==> src/rtl/bpt_pkg.sv <==
// Shared types and codes for the bounded pair table.
package bpt_pkg;

	localparam int unsigned FIELD_W = 32;
	localparam int unsigned ACTION_W = 2;
	localparam int unsigned POS_W = 4;
	localparam int unsigned STATUS_W = 2;
	localparam int unsigned COUNT_W = 5;

	// Action codes
	localparam logic [ACTION_W-1:0] ACT_ADD    = 2'd0;
	localparam logic [ACTION_W-1:0] ACT_REMOVE = 2'd1;
	localparam logic [ACTION_W-1:0] ACT_READ   = 2'd2;

	// Result status codes
	localparam logic [STATUS_W-1:0] ST_OK     = 2'd0;
	localparam logic [STATUS_W-1:0] ST_FULL   = 2'd1;
	localparam logic [STATUS_W-1:0] ST_DUP    = 2'd2;
	localparam logic [STATUS_W-1:0] ST_BADIDX = 2'd3;

	typedef struct packed {
		logic [ACTION_W-1:0]       action;
		logic signed [FIELD_W-1:0] key_in;
		logic signed [FIELD_W-1:0] value_in;
		logic [POS_W-1:0]          position;
	} in_item_t;

	typedef struct packed {
		logic [STATUS_W-1:0]       status;
		logic signed [FIELD_W-1:0] key_out;
		logic signed [FIELD_W-1:0] value_out;
		logic [COUNT_W-1:0]        entry_count;
	} out_item_t;

	typedef enum logic [2:0] {
		S_IDLE,
		S_DECIDE,
		S_SCAN,
		S_APPEND,
		S_FETCH,
		S_SHIFT,
		S_FINISH
	} ctl_state_t;

	// Commands from controller to datapath
	typedef struct packed {
		logic                load_item;
		logic                rd_en;
		logic                res_cap;
		logic                append;
		logic                shift_wr;
		logic                cnt_dec;
		logic                out_load;
		logic                st_load;
		logic [STATUS_W-1:0] st_code;
	} dp_cmd_t;

	// Status from datapath to controller
	typedef struct packed {
		logic [ACTION_W-1:0] action;
		logic                full;
		logic                bad_pos;
		logic                allow;
		logic                more;
		logic                match;
	} dp_stat_t;

endpackage

==> src/rtl/bpt_datapath.sv <==
// Datapath of the bounded pair table: pair memory, count, pointers and result register.
module bpt_datapath import bpt_pkg::*; #(
	parameter int unsigned CAPACITY = 16,
	parameter int unsigned ELEMENT_WIDTH = 32
) (
	input  logic      clk,
	input  logic      arst_n,
	input  in_item_t  in_item,
	input  logic      cfg_wr_en,
	input  logic      cfg_wr_data,
	input  dp_cmd_t   cmd,
	output dp_stat_t  stat,
	output out_item_t out_item
);

	localparam int unsigned CW = $clog2(CAPACITY + 1);
	localparam int unsigned AW = (CAPACITY > 1) ? $clog2(CAPACITY) : 1;
	localparam int unsigned PW = 2 * ELEMENT_WIDTH;
	localparam int unsigned MW = (CW > POS_W) ? CW : POS_W;

	logic [PW-1:0]            mem [CAPACITY];
	logic [PW-1:0]            rd_s1;
	logic [CW-1:0]            rd_addr_s1;
	logic [CW-1:0]            shift_dst;
	logic [AW-1:0]            wr_addr;
	logic                     wr_en;
	logic [PW-1:0]            wr_data;

	logic [ACTION_W-1:0]      action_q;
	logic [ELEMENT_WIDTH-1:0] key_q;
	logic [ELEMENT_WIDTH-1:0] value_q;
	logic [POS_W-1:0]         pos_q;
	logic [CW-1:0]            ptr_q;
	logic [CW-1:0]            count_q;
	logic                     allow_q;
	logic [PW-1:0]            hold_q;
	logic [STATUS_W-1:0]      res_status_q;
	out_item_t                out_q;

	// Configuration register
	always_ff @(posedge clk or negedge arst_n) begin
		if (!arst_n) begin
			allow_q <= 1'b1;
		end else if (cfg_wr_en) begin
			allow_q <= cfg_wr_data;
		end
	end

	// Capture the item
	always_ff @(posedge clk) begin
		if (cmd.load_item) begin
			action_q <= in_item.action;
			key_q    <= ELEMENT_WIDTH'($unsigned(in_item.key_in));
			value_q  <= ELEMENT_WIDTH'($unsigned(in_item.value_in));
			pos_q    <= in_item.position;
		end
	end

	// Walk pointer: start at zero for add, at the position otherwise
	always_ff @(posedge clk) begin
		if (cmd.load_item) begin
			ptr_q <= (in_item.action == ACT_ADD) ? '0 : CW'(in_item.position);
		end else if (cmd.rd_en) begin
			ptr_q <= ptr_q + CW'(1);
		end
	end

	// Entry count
	always_ff @(posedge clk or negedge arst_n) begin
		if (!arst_n) begin
			count_q <= '0;
		end else if (cmd.append) begin
			count_q <= count_q + CW'(1);
		end else if (cmd.cnt_dec) begin
			count_q <= count_q - CW'(1);
		end
	end

	// Write port: append at the end, or move an entry down one place
	assign shift_dst = rd_addr_s1 - CW'(1);
	assign wr_en     = cmd.append | cmd.shift_wr;
	assign wr_addr   = cmd.append ? count_q[AW-1:0] : shift_dst[AW-1:0];
	assign wr_data   = cmd.append ? {key_q, value_q} : rd_s1;

	always_ff @(posedge clk) begin
		if (wr_en) begin
			mem[wr_addr] <= wr_data;
		end
	end

	// Registered read at the walk pointer
	always_ff @(posedge clk) begin
		if (cmd.rd_en) begin
			rd_s1      <= mem[ptr_q[AW-1:0]];
			rd_addr_s1 <= ptr_q;
		end
	end

	// Result data and status
	always_ff @(posedge clk) begin
		if (cmd.load_item) begin
			hold_q <= '0;
		end else if (cmd.res_cap) begin
			hold_q <= rd_s1;
		end
	end

	always_ff @(posedge clk) begin
		if (cmd.load_item) begin
			res_status_q <= ST_OK;
		end else if (cmd.st_load) begin
			res_status_q <= cmd.st_code;
		end
	end

	// Output register
	always_ff @(posedge clk) begin
		if (cmd.out_load) begin
			out_q.status      <= res_status_q;
			out_q.key_out     <= FIELD_W'(hold_q[PW-1:ELEMENT_WIDTH]);
			out_q.value_out   <= FIELD_W'(hold_q[ELEMENT_WIDTH-1:0]);
			out_q.entry_count <= COUNT_W'(count_q);
		end
	end

	assign out_item = out_q;

	// Status toward the controller
	always_comb begin
		stat.action  = action_q;
		stat.full    = (count_q >= CW'(CAPACITY));
		stat.bad_pos = (MW'(pos_q) >= MW'(count_q));
		stat.allow   = allow_q;
		stat.more    = (ptr_q < count_q);
		stat.match   = (rd_s1 == {key_q, value_q});
	end

endmodule

==> src/rtl/bpt_ctrl.sv <==
// Controller state machine of the bounded pair table.
module bpt_ctrl import bpt_pkg::*; (
	input  logic     clk,
	input  logic     arst_n,
	input  logic     in_valid,
	output logic     in_stall,
	output logic     out_valid,
	input  logic     out_stall,
	input  dp_stat_t stat,
	output dp_cmd_t  cmd
);

	ctl_state_t state_q;
	ctl_state_t state_d;
	logic       out_valid_q;
	logic       out_free;
	logic       in_take;

	assign in_stall  = (state_q != S_IDLE);
	assign in_take   = in_valid && (state_q == S_IDLE);
	assign out_free  = !out_valid_q || !out_stall;
	assign out_valid = out_valid_q;

	// Next state
	always_comb begin
		state_d = state_q;
		unique case (state_q)
			S_IDLE: begin
				if (in_take) state_d = S_DECIDE;
			end
			S_DECIDE: begin
				case (stat.action) inside
					ACT_ADD: begin
						if (stat.full) state_d = S_FINISH;
						else if (stat.allow || !stat.more) state_d = S_APPEND;
						else state_d = S_SCAN;
					end
					ACT_REMOVE, ACT_READ: begin
						state_d = stat.bad_pos ? S_FINISH : S_FETCH;
					end
					default: state_d = S_FINISH;
				endcase
			end
			S_SCAN: begin
				if (stat.match) state_d = S_FINISH;
				else if (!stat.more) state_d = S_APPEND;
			end
			S_APPEND: state_d = S_FINISH;
			S_FETCH: begin
				if (stat.action == ACT_REMOVE && stat.more) state_d = S_SHIFT;
				else state_d = S_FINISH;
			end
			S_SHIFT: begin
				if (!stat.more) state_d = S_FINISH;
			end
			S_FINISH: begin
				if (out_free) state_d = S_IDLE;
			end
			default: state_d = S_IDLE;
		endcase
	end

	// Commands
	always_comb begin
		cmd = '0;
		cmd.st_code = ST_OK;
		unique case (state_q)
			S_IDLE: cmd.load_item = in_take;
			S_DECIDE: begin
				case (stat.action) inside
					ACT_ADD: begin
						if (stat.full) begin
							cmd.st_load = 1'b1;
							cmd.st_code = ST_FULL;
						end else if (!stat.allow && stat.more) begin
							cmd.rd_en = 1'b1;
						end
					end
					ACT_REMOVE, ACT_READ: begin
						if (stat.bad_pos) begin
							cmd.st_load = 1'b1;
							cmd.st_code = ST_BADIDX;
						end else begin
							cmd.rd_en = 1'b1;
						end
					end
					default: ;
				endcase
			end
			S_SCAN: begin
				if (stat.match) begin
					cmd.st_load = 1'b1;
					cmd.st_code = ST_DUP;
				end else if (stat.more) begin
					cmd.rd_en = 1'b1;
				end
			end
			S_APPEND: cmd.append = 1'b1;
			S_FETCH: begin
				cmd.res_cap = 1'b1;
				if (stat.action == ACT_REMOVE) begin
					if (stat.more) cmd.rd_en = 1'b1;
					else cmd.cnt_dec = 1'b1;
				end
			end
			S_SHIFT: begin
				cmd.shift_wr = 1'b1;
				if (stat.more) cmd.rd_en = 1'b1;
				else cmd.cnt_dec = 1'b1;
			end
			S_FINISH: cmd.out_load = out_free;
			default: ;
		endcase
	end

	// State and output valid
	always_ff @(posedge clk or negedge arst_n) begin
		if (!arst_n) begin
			state_q     <= S_IDLE;
			out_valid_q <= 1'b0;
		end else begin
			state_q <= state_d;
			if (cmd.out_load) out_valid_q <= 1'b1;
			else if (!out_stall) out_valid_q <= 1'b0;
		end
	end

endmodule

==> src/rtl/bounded_pair_table.sv <==
// Top level of the bounded pair table: controller plus datapath.
//
// Ordered table of up to CAPACITY key/value pairs held in one single-port-write,
// registered-read memory. One item is worked at a time. An add appends without a
// search when duplicates are allowed or the table is empty; when duplicates are
// rejected, it first searches the stored pairs, reading one stored pair per
// cycle through the memory read port (it stops at the first match). A remove
// at position p moves each later entry down one place. A new item is taken
// while the previous result still waits in the output register; no clearing
// pass is needed after reset.
module bounded_pair_table import bpt_pkg::*; #(
	parameter int unsigned CAPACITY = 16,
	parameter int unsigned ELEMENT_WIDTH = 32
) (
	input  logic      clk,
	input  logic      arst_n,
	input  logic      in_valid,
	output logic      in_stall,
	input  in_item_t  in_item,
	output logic      out_valid,
	input  logic      out_stall,
	output out_item_t out_item,
	input  logic      cfg_wr_en,
	input  logic      cfg_wr_data
);

	dp_cmd_t  cmd;
	dp_stat_t stat;

	// Sequence each item
	bpt_ctrl u_ctrl (
		.clk       (clk),
		.arst_n    (arst_n),
		.in_valid  (in_valid),
		.in_stall  (in_stall),
		.out_valid (out_valid),
		.out_stall (out_stall),
		.stat      (stat),
		.cmd       (cmd)
	);

	// Hold the table and build results
	bpt_datapath #(
		.CAPACITY      (CAPACITY),
		.ELEMENT_WIDTH (ELEMENT_WIDTH)
	) u_datapath (
		.clk         (clk),
		.arst_n      (arst_n),
		.in_item     (in_item),
		.cfg_wr_en   (cfg_wr_en),
		.cfg_wr_data (cfg_wr_data),
		.cmd         (cmd),
		.stat        (stat),
		.out_item    (out_item)
	);

endmodule

==> config.mk <==
export PLATFORM = sky130hd
export DESIGN_NAME = bounded_pair_table
export DESIGN_NICKNAME = d
export VERILOG_FILES = /design/src/rtl/bpt_pkg.sv /design/src/rtl/bpt_datapath.sv /design/src/rtl/bpt_ctrl.sv /design/src/rtl/bounded_pair_table.sv
export SDC_FILE = /design/constraint.sdc
export NUM_CORES = 1
export LEC_CHECK = 0
export BUFFER_PORTS_ARGS = -buffer_cell sky130_fd_sc_hd__buf_2
export CORE_MARGIN = 3
export CORE_UTILIZATION = 50
export DETAILED_ROUTE_END_ITERATION = 12
export PLACE_DENSITY_LB_ADDON = 0.12
export SYNTH_ARGS = -nofsm -noshare
export SYNTH_HDL_FRONTEND = slang
export SYNTH_HIERARCHICAL = 1
export SYNTH_SLANG_ARGS = --single-unit
==> constraint.sdc <==
create_clock -name clk -period 5.49 [get_ports clk]
set_input_delay 0.8235 -clock clk [delete_from_list [all_inputs] [get_ports clk]]
set_output_delay 0.8235 -clock clk [all_outputs]
set_load 0.01 [all_outputs]
Word level (Yosys, flattened, before mapping)

Memories as Yosys holds them, arrays and structs flattened. A register that Yosys moved wholly into a read port is not among the register bits.
Cells that the tools add are included.

Reductions and logical operators: 17
Shifts and indexed selects: 0
Equality and inequality tests: 14
Bitwise operators: 1
Multiplexer cells: 46
Order comparisons: 3
$add $sub $neg: 4
Multipliers: 0
Div/mod/pow operators: 0

Operators by type and width:

| cell                | number |
|---|---|
| $eq 64x64->1        | 1 |
| $mux 64             | 1 |
| $mux 3              | 13 |
| $pmux 3 s7          | 1 |
| $mux 1              | 20 |
| $mux 5              | 4 |
| $add 5x1->5 const B | 2 |
| $eq 3x3->1 const B  | 3 |
| $mux 4              | 2 |
| $eq 3x2->1 const B  | 2 |
| $ne 2x1->1 const B  | 3 |
| $pmux 3 s2          | 1 |
| $ge 4x5->1          | 1 |
| $ge 5x5->1 const B  | 1 |
| $lt 5x5->1          | 1 |
| $sub 5x1->5 const B | 1 |
| $logic_not 1->1     | 4 |
| $logic_not 2->1     | 2 |
| $mux 2              | 2 |
| $pmux 1 s4          | 1 |
| $reduce_and 4->1    | 1 |
| $reduce_bool 2->1   | 2 |
| $sub 4x1->4 const B | 1 |
| $eq 3x1->1 const B  | 1 |
| 11 further kinds    | 14 |

Latch bits: 0
ROM bits: 0
Memories kept: 1
Bits in writable memories: 1024
Bits in registers: 226

Memories:

| name           | words | width | rd ports | clocked after Yosys merged registers in | write ports | line               | source |
|---|---|---|---|---|---|---|---|
| u_datapath.mem | 16    | 64    | 1        | 1                                       | 1           | bpt_datapath.sv:21 | `logic [PW-1:0] mem [CAPACITY];` |

Logic depth before layout (Yosys ltp)

Gate-level depths: netlist (run 1).

Depth after elaboration: 8
Mapped depth: 13

Modules after synthesis

Netlist (run 1), hierarchy kept.

By module, submodules not included:

| module       | cells each | times used | area each (um^2) | sequential area each (um^2) |
|---|---|---|---|---|
| bpt_datapath | 2112       | 1          | 49394.9          | 38648.3 |
| bpt_ctrl     | 67         | 1          | 490.5            | 100.1 |

Least setup slack after synthesis (run 1)

No wires, ideal clock.

Path kind: register to register
Start: register u_ctrl.state_q[2]
End: register u_datapath.ptr_q[0] (enable)
Arrival: 4.615 ns
Slack: 0.567 ns
Stages on the path, launching flop included: 6
Library setup time: 0.307 ns
Path buffers: 2
Cells stage by stage: dfrtp_1 -> buf_2 -> or3_1 -> nor2_1 -> clkbuf_1 -> or2_2

RTL lines:

| what                     | line               | source |
|---|---|---|
| start: declaration       | bpt_ctrl.sv:13     | `ctl_state_t state_q;` |
| start signal: assignment | bpt_ctrl.sv:122    | `state_q <= state_d;` |
| end signal: assignment   | bpt_datapath.sv:62 | `ptr_q <= (in_item.action == ACT_ADD) ? '0 : CW'(in_item.position);` |
| end signal: assignment   | bpt_datapath.sv:64 | `ptr_q <= ptr_q + CW'(1);` |
| end: declaration         | bpt_datapath.sv:33 | `logic [CW-1:0] ptr_q;` |

==> summary.md, run 1 <==
| Metric | Value |
|---|---|
| Status | `finished clean` |
| Cells after Synth | `2,179` |
| Dpl hpwl | `61.5 mm` |
| Routed wire per std cell | `29.6 um` |
| Nets | `2,506` |
| Port Buf Inserts | `148` |
| Placer congestion estimate | `0.780` |
| Worst slew margin | `0.194` |
| Slew Limit Fails | `0` |
| CTS resizes | `0` |
| Max-cap check violation count | `0` |
| Setup crit start kind | `flop` |
| Setup ws final | `1340 ps` |
| Cell row count | `115` |
| TritonCTS clock tree | `done` |
| YS warnings | `6` |
| Power per Cell Area | `588 nW/um2` |
| Clock Tree Buf Depth | `3` |
| Largest net degree at the start of global routing | `137` |
| Post-layout min period | `4150 ps` |
| # H-tree levels | `4` |
| Die area | `104,000 um2` |
| Netlist Area Pre-Place | `49,900 um2` |
| Clock Latency Late Sink | `720 ps` |
| Detail Route Antenna Nets | `0` |
| Worst Hold Class | `in -> reg` |
| Average size of a mapped cell | `22.9 um2` |
| GR Layer Usage met1 | `0.331` |
| Total track usage | `0.223` |
| # hold bufs at CTS | `1` |
| Antenna Cells | `0` |
| DRT iter0 DRCs | `2,468` |
| Drt pass-1 iters | `5` |
| Clock transition at the registers of the reported paths | `60 ps` |
| Drt via density | `5.97` |
| Highest Clock Rate | `0.241 GHz` |
| Worst-path maximum fanout | `37` |
| CP endpoint kind | `flop` |
| Met3 Usage GRT | `0.0373` |
| DP Worst Slack | `1310 ps` |
| Grt peak-use layer | `met2` |
| Gr ovfl total | `0` |
| Post-synth cell types | `47` |
| Core area | `98,700 um2` |
| Met2 global-route usage | `0.356` |
| RSZ-0062 raised after global routing | `no` |
| Share of cells above drive strength 1 | `0.320` |
| # setup viols final | `0` |
| Initial antenna violation count | `0` |
| Die width | `322 um` |
| Leading cell type in the layout, fill and taps excluded | `edfxtp_1` |
| Leak | `0.0184 uW` |
| Initial core utilization | `0.505` |
| Setup Skew | `25.7 ps` |
| Critical path class | `reg -> reg` |
| Vias in the first global route | `23,500` |
| Total power | `33,500 uW` |
| CP required | `5880 ps` |
| Clock sink total | `1,314` |
| Tcrit/Tclk final | `0.756` |
| DRC Markers | `0` |
| Post-CTS Setup Inserts | `0` |
| Worst EP arrival | `4540 ps` |
| Post-Place Cell Area | `52,400 um2` |
| Max VDD drop | `0.427 mV` |
| Synthesis-stage register bit count | `1,314` |
| Most frequent cells in the layout | `edfxtp_1, mux4_2, buf_2` |
| Num CTS Buffers | `137` |
| Setup Total Neg Slack | `0 ps` |
| Final Hold Vio Count | `0` |
| Die Y | `322 um` |
| Worst Max-Slew Pin Slew | `1210 ps` |
| Routed vias | `22,800` |
| Area Overhead vs Synth | `14.1%` |
| Global-route wire length before repair | `166 mm` |
| Finished Cell Area | `56,900 um2` |
| Final WL | `113 mm` |
| Synthesized Nets | `2,271` |
| I/O pin total | `149` |
| Sequential area share after synthesis | `0.777` |
| Clock root cell | `clkbuf_16` |
-- report_power, final --
group          internal, uW  switching (uW)  total (uW)
sequential            14100             859       15000
clock                  5580            3690        9270
combinational          3720            5450        9170
-- registers in the layout, indices dropped and copies added (netlist names) --
register and count:
u_ctrl/out_valid 1, u_ctrl/state_q 3, u_datapath/action_q 2, u_datapath/allow_q 1
u_datapath/count_q 5, u_datapath/hold_q 64, u_datapath/key_q 32, u_datapath/mem 1024
u_datapath/out_item 71, u_datapath/pos_q 4, u_datapath/ptr_q 5, u_datapath/rd_addr_s1 4
u_datapath/rd_s1 64, u_datapath/res_status_q 2, u_datapath/value_q 32
-- synthesized netlist by cell type (all sizes together) --
cell | n | area, um2
o2bb2ai | 1 | 8.76
o22ai | 5 | 31.3
nor4b | 1 | 23.8
nand2 | 21 | 78.8
dfstp | 1 | 26.3
mux4 | 320 | 7230
nand2b | 6 | 37.5
mux2i | 67 | 671
nor3 | 4 | 20.0
clkinv | 1 | 3.75
and3 | 1 | 6.26
a31oi | 2 | 12.5
o21a | 3 | 30.0
fa | 1 | 20.0
buf | 65 | 409
clkbuf | 36 | 135
and3b | 1 | 12.5
or3 | 1 | 6.26
a32oi | 2 | 17.5
o32ai | 1 | 16.3
a21o | 4 | 30.0
a211oi | 1 | 7.51
mux2 | 68 | 766
nand4 | 5 | 31.3
a21oi | 12 | 60.1
or2 | 1 | 6.26
nand3 | 4 | 20.0
xor2 | 69 | 604
nor4 | 17 | 106
dfxtp | 66 | 1320
o21ai | 6 | 30.0
nor2b | 5 | 31.3
dfrtp | 9 | 225
edfxtp | 1238 | 37200
xnor2 | 4 | 35.0
o31ai | 1 | 12.5
nor2 | 97 | 364
a22oi | 1 | 7.51
nand3b | 3 | 22.5
ha | 15 | 188
inv | 13 | 48.8
-- per-layer routing --
metal / up-vias / wire [um]
met1: 12300 / 49700
met2: 741 / 55100
met3: 121 / 6550
met4: 0 / 1630
li1: 9567 / -
met5: - / 0
-- path summary, 6_finish.rpt --
kind                                       start                 endpoint  slack, ps  depth (start not counted)
min in group asynchronous                 arst_n    u_datapath/count_q[1]        510                          2
max                            u_ctrl/state_q[0]    u_datapath/mem[8][12]       1340                          6
min                                   in_item[4]    u_datapath/value_q[0]        270                          1
max reg2reg                    u_ctrl/state_q[0]    u_datapath/mem[8][12]       1340                          6
max in group asynchronous                 arst_n       u_datapath/allow_q       4720                          2
min reg2reg                u_datapath/hold_q[31]  u_datapath/out_item[36]        420                          0
-- cells by family (layout without fill, tap and decap cells) --
group / count (synthesis) / after routing / synth area share
AOI/OAI and AO/OA: 39 / 39 / 0.00529
DFF: 1314 / 1314 / 0.777
adders and majority gates: 16 / 16 / 0.00416
buffers and inverters: 115 / 461 / 0.0120
xor gates and xnor gates: 73 / 73 / 0.0128
and+or+nand+nor: 167 / 167 / 0.0154
muxes: 455 / 455 / 0.174
-- cell type report --
| class | instances | area [um2] |
|---|---|---|
| Timing Repair Buffer | 197 | 1270 |
| Multi-Input combinational cell | 750 | 10700 |
| Fill cell | 7122 | 41800 |
| Clock buffer | 188 | 3860 |
| Tap cell | 1287 | 1610 |
| Inverter | 14 | 52.6 |
| Clock inverter | 62 | 691 |
| Sequential cell | 1314 | 38700 |
-- worst max-delay path, cell delays in order, from the launching register on --
cell	delay, ps
dfrtp_1	730
and3_4	750
clkinv_1	500
mux2_2	350
nand2_1	230
nor2_4	850
buf_12	340
-- metrics by stage --
step | hold slack [ps] | std cells | utilization
floorplan | 408 | 2179 | -
global placement | 415 | 3561 | 0.531
finish | 274 | 3812 | 0.577
detailed placement | 415 | 3561 | 0.531
global route | 232 | 3812 | 0.577
CTS | 221 | 3812 | 0.577
Power figures use the tool's default switching activity.
==> inputs of run 2 (changes only) <==
==> constraint.sdc (replaced) <==
create_clock -name clk -period 4.2 [get_ports clk]
set_input_delay 0.63 -clock clk [delete_from_list [all_inputs] [get_ports clk]]
set_output_delay 0.63 -clock clk [all_outputs]
set_load 0.01 [all_outputs]
==> run 2 against run 1 <==
Effect of this change: cell count rose by 0.31%; clock skew rose by 1.8 ps; flip-flop and latch count did not move; count of clock-buffer cells in the layout fell by 11; first-iteration DRC count fell by 4.1%; critical path type unchanged; largest power group unchanged.
==> summary.md, run 2 (same netlist as run 1, synthesis figures left out) <==
| Metric | Value |
|---|---|
| Status | `finished clean` |
| Tcrit/Tclk final | `0.931` |
| DRT iter0 DRCs | `2,366` |
| Leak | `0.0184 uW` |
| Clock Latency Late Sink | `730 ps` |
| Initial antenna violation count | `1` |
| Num CTS Buffers | `137` |
| Post-layout min period | `3910 ps` |
| RSZ-0062 raised after global routing | `no` |
| Total track usage | `0.221` |
| Area Overhead vs Synth | `14.4%` |
| Routed vias | `22,800` |
| Setup crit start kind | `flop` |
| Vias in the first global route | `23,700` |
| Drt pass-1 iters | `7` |
| Worst slew margin | `0.210` |
| Routed wire per std cell | `29.3 um` |
| Initial core utilization | `0.505` |
| # setup viols final | `0` |
| Worst Max-Slew Pin Slew | `1180 ps` |
| Non-Filler Instances | `3,824` |
| DRC Markers | `0` |
| Final Hold Vio Count | `0` |
| Drt via density | `5.96` |
| Worst EP arrival | `4300 ps` |
| FF/Latch Area | `38,700 um2` |
| Die width | `322 um` |
| Slew Limit Fails | `0` |
| Nets | `2,517` |
| Largest register FFs | `1,024` |
| Setup Skew | `27.5 ps` |
| Highest Clock Rate | `0.256 GHz` |
| Max VDD drop | `0.553 mV` |
| Clock Tree Buf Depth | `3` |
| CP required | `4590 ps` |
| Share of cells above drive strength 1 | `0.321` |
| Core area | `98,700 um2` |
| Critical path class | `reg -> reg` |
| TritonCTS clock tree | `done` |
| Detail Route Antenna Nets | `0` |
| Die Y | `322 um` |
| I/O pin total | `149` |
| Power per Cell Area | `766 nW/um2` |
| Setup Total Neg Slack | `0 ps` |
| Largest Register | `u_datapath/mem` |
| Clock root cell | `clkbuf_16` |
| Final WL | `112 mm` |
| Gr ovfl total | `0` |
| Fillers | `7,127` |
| Port Buf Inserts | `148` |
| # hold bufs at CTS | `1` |
| Largest net degree at the start of global routing | `117` |
| Most frequent cells in the layout | `edfxtp_1, mux4_2, buf_2` |
| Global-route wire length before repair | `164 mm` |
| Post-CTS Setup Inserts | `0` |
| Placed cells | `3,572` |
| CTS resizes | `0` |
| Worst-path maximum fanout | `29` |
| Worst Hold Class | `in -> reg` |
| Placer congestion estimate | `0.775` |
| CP endpoint kind | `flop` |
| Clock sink total | `1,314` |
| Leading cell type in the layout, fill and taps excluded | `edfxtp_1` |
| Die area | `104,000 um2` |
| Clock transition at the registers of the reported paths | `60 ps` |
| Cell row count | `115` |
| # H-tree levels | `4` |
| Max-cap check violation count | `0` |
| Multi-input gate area | `10,700 um2` |
| Dpl hpwl | `62.4 mm` |
[run 2: cell count changes in the layout (fill, tap and decap cells not counted), sizes merged]
cell and delta:
buf +11, clkbuf -11, clkinv +8, clkinvlp +4, bufinv -3, diode +2, inv +1
[run 2: area by class of cell]
cell class	instances	share of cell area
diodes	2	0.0000877
repair buffers	208	0.0264
inverters	14	0.000921
multi-input cells	750	0.188
clock buffers	177	0.0658
well taps	1287	0.0282
clock inverters	72	0.0118
flip-flops and latches	1314	0.679
[run 2: per-stage QoR]
stage / cell area (um2) / hold slack, ps / worst slack (ps) / total power [uW] / util
2_1_floorplan: 49900 / 334 / -709 / 27900 / -
3_3_place_gp: 52600 / 414 / 347 / 32000 / 0.533
3_5_place_dp: 52600 / 416 / 297 / 32300 / 0.533
4_1_cts: 57000 / 21.9 / 284 / 44200 / 0.578
5_1_grt: 57000 / 40.9 / 54.9 / 45600 / 0.578
6_report: 57000 / 71.0 / 292 / 43700 / 0.578
[run 2: layer usage]
metal  GRT usage  share of wire
met2       0.344           0.48
met5           0              0
met4      0.0647          0.023
met1       0.323           0.43
met3      0.0435          0.065
[run 2: worst max-delay path: stages (launching register included)]
cell and delay, ps:
dfrtp_1 520, inv_1 180, and3_4 530, clkinv_1 140, buf_4 200, mux2i_1 230
nand2_1 280, nor2_4 960, buf_4 490
[run 2: worst paths after layout]
path                       cells after the start                      end             startpoint  slack, ps
max                                            8    u_datapath/mem[7][41]      u_ctrl/state_q[2]        290
min                                            1     u_datapath/key_q[12]            in_item[48]         70
max reg2reg                                    8    u_datapath/mem[7][41]      u_ctrl/state_q[2]        290
min reg2reg                                    0  u_datapath/out_item[60]  u_datapath/hold_q[55]        430
max in group asynchronous                      2       u_datapath/allow_q                 arst_n       3600
min in group asynchronous                      2    u_datapath/count_q[4]                 arst_n        330
[run 2: power by group]
part / internal [uW] / switching [uW]
combinational: 5020 / 7320
sequential: 18500 / 1020
clock: 6990 / 4870
total: 30500 / 13200
==> inputs of run 3 (changes only) <==
--- a/config.mk
+++ b/config.mk
@@ -9,6 +9,7 @@
 export CORE_MARGIN = 3
 export CORE_UTILIZATION = 50
 export DETAILED_ROUTE_END_ITERATION = 12
+export MAX_ROUTING_LAYER = met4
 export PLACE_DENSITY_LB_ADDON = 0.12
 export SYNTH_ARGS = -nofsm -noshare
 export SYNTH_HDL_FRONTEND = slang
==> run 3 against run 2 <==
Effect of this change: combinational power hardly changed; via count hardly changed; count of clock-buffer cells in the layout unchanged; clock skew is 0.88 ps higher; worst setup slack gained 12 ps; cell count is the same; register-to-register slack about the same; die area unchanged; wire length is essentially flat; first-iteration DRC count is 6.3% higher; design area is the same; fmax rose by 0.32%.
==> summary.md, run 3 (same netlist as run 1, synthesis figures left out) <==
| Metric | Value |
|---|---|
| Status | `finished clean` |
| # setup viols final | `0` |
| Worst EP arrival | `4290 ps` |
| DRT iter0 DRCs | `2,516` |
| Worst slew margin | `0.214` |
| Family with the most delay on the worst path | `simple AND/OR/NAND/NOR gates` |
| Area Overhead vs Synth | `14.4%` |
| Die Y | `322 um` |
| Nets | `2,517` |
| Global-route wire length before repair | `164 mm` |
| TritonCTS clock tree | `done` |
| Clock Tree Buf Depth | `3` |
| Cell row count | `115` |
| Share of cells above drive strength 1 | `0.321` |
| Initial antenna violation count | `1` |
| Leak | `0.0184 uW` |
| Clock sink total | `1,314` |
| Crit path buf inv count | `4` |
| Largest Register | `u_datapath/mem` |
| Drt via density | `5.96` |
| RSZ-0062 raised after global routing | `no` |
| Detail Route Antenna Nets | `0` |
| Initial core utilization | `0.505` |
| Highest Clock Rate | `0.257 GHz` |
| Setup crit start kind | `flop` |
| Worst-path maximum fanout | `29` |
| Clock transition at the registers of the reported paths | `60 ps` |
| Drt pass-1 iters | `5` |
| Setup Skew | `28.4 ps` |
| Fillers | `7,127` |
| Crit-path most repeated cell | `buf_4` |
| Most frequent cells in the layout | `edfxtp_1, mux4_2, buf_2` |
| Non-Filler Instances | `3,824` |
| Port Buf Inserts | `148` |
| Slowest CP cell | `nor2_4` |
| Max VDD drop | `0.552 mV` |
| Routed wire per std cell | `29.3 um` |
| # H-tree levels | `4` |
| Clock Latency Late Sink | `730 ps` |
| Post-layout min period | `3900 ps` |
| Post-Place Cell Area | `52,600 um2` |
| Placed cells | `3,572` |
| CP endpoint kind | `flop` |
| Power per Cell Area | `766 nW/um2` |
| Finished Cell Area | `57,000 um2` |
| Core area | `98,700 um2` |
| Critical-path cell list | `inv_1 -> and3_4 -> clkinv_1 -> buf_4 -> mux2i_1 -> nand2_1 -> nor2_4 -> buf_4` |
| Largest register FFs | `1,024` |
| Worst Hold Class | `in -> reg` |
| Max-cap check violation count | `0` |
| Die area | `104,000 um2` |
| Setup Total Neg Slack | `0 ps` |
| CP required | `4590 ps` |
| Hold_ws | `73.5 ps` |
| Leading cell type in the layout, fill and taps excluded | `edfxtp_1` |
| Tcrit/Tclk final | `0.928` |
| I/O pin total | `149` |
| Dpl hpwl | `62.4 mm` |
| Slew Limit Fails | `0` |
| Vias in the first global route | `23,600` |
| Placer congestion estimate | `0.785` |
| Worst Max-Slew Pin Slew | `1180 ps` |
| Critical path class | `reg -> reg` |
| DRC Markers | `0` |
| Largest net degree at the start of global routing | `117` |
| Num CTS Buffers | `137` |
| Final Hold Vio Count | `0` |
| Routed vias | `22,800` |
| Final WL | `112 mm` |
| Gr ovfl total | `0` |
| Die width | `322 um` |
| Post-CTS Setup Inserts | `0` |
| Clock root cell | `clkbuf_16` |
| Max incr delay on CP | `960 ps` |
| Total track usage | `0.228` |
-- run 3: cell counts in the layout (fill, tap and decap cells not counted) --
Identical to the previous run, type by type.
-- run 3: per-layer routing --
layer	routed length (um)	GRT usage	share of wire	vias to the layer above
met2	53500	0.343	0.48	776
met4	2720	0.0649	0.024	0
met1	48500	0.324	0.43	12300
met5	0	-	0	-
li1	-	-	-	9592
met3	7480	0.0430	0.067	167
-- run 3: repair_timing --
action,4_1_cts,5_1_grt
hold buffers,1,0
endpoints found under the hold margin,10,0
gates resized for setup,0,0
-- run 3: path summary, 6_finish.rpt --
check	start	end	slack [ps]	cells past startpoint
worst max-delay path	u_ctrl/state_q[2]	u_datapath/mem[7][41]	300	8
worst min-delay path	in_item[48]	u_datapath/key_q[12]	70	1
worst max register to register	u_ctrl/state_q[2]	u_datapath/mem[7][41]	300	8
min in group asynchronous	arst_n	u_datapath/count_q[4]	330	2
worst min register to register	u_datapath/hold_q[55]	u_datapath/out_item[60]	430	0
max in group asynchronous	arst_n	u_datapath/allow_q	3600	2
-- run 3: final cells by class --
class	instances	area, um2	share of cell area
well taps	1287	1610	0.0282
diodes	2	5.00	0.0000877
clock inverters	72	672	0.0118
flip-flops and latches	1314	38700	0.679
multi-input cells	750	10700	0.188
clock buffers	177	3750	0.0658
inverters	14	52.6	0.000921
repair buffers	208	1510	0.0264
-- run 3: per-stage QoR --
stage	setup WS (ps)	util	power (uW)
after floorplan	-709	-	27900
after global placement	347	0.533	32000
after detailed placement	297	0.533	32300
after CTS	284	0.578	44200
after global routing	54.9	0.578	45600
final	304	0.578	43700
-- run 3: worst reg2reg max path: stages, from the launching register on --
cell,delay [ps]
dfrtp_1,520
inv_1,180
and3_4,520
clkinv_1,140
buf_4,200
mux2i_1,230
nand2_1,290
nor2_4,960
buf_4,500
-- run 3: where the power goes --
group          leakage [uW]  internal (uW)  switching (uW)
registers            0.0119          18500            1020
clock network       0.00216           6990            4870
logic               0.00442           5010            7330
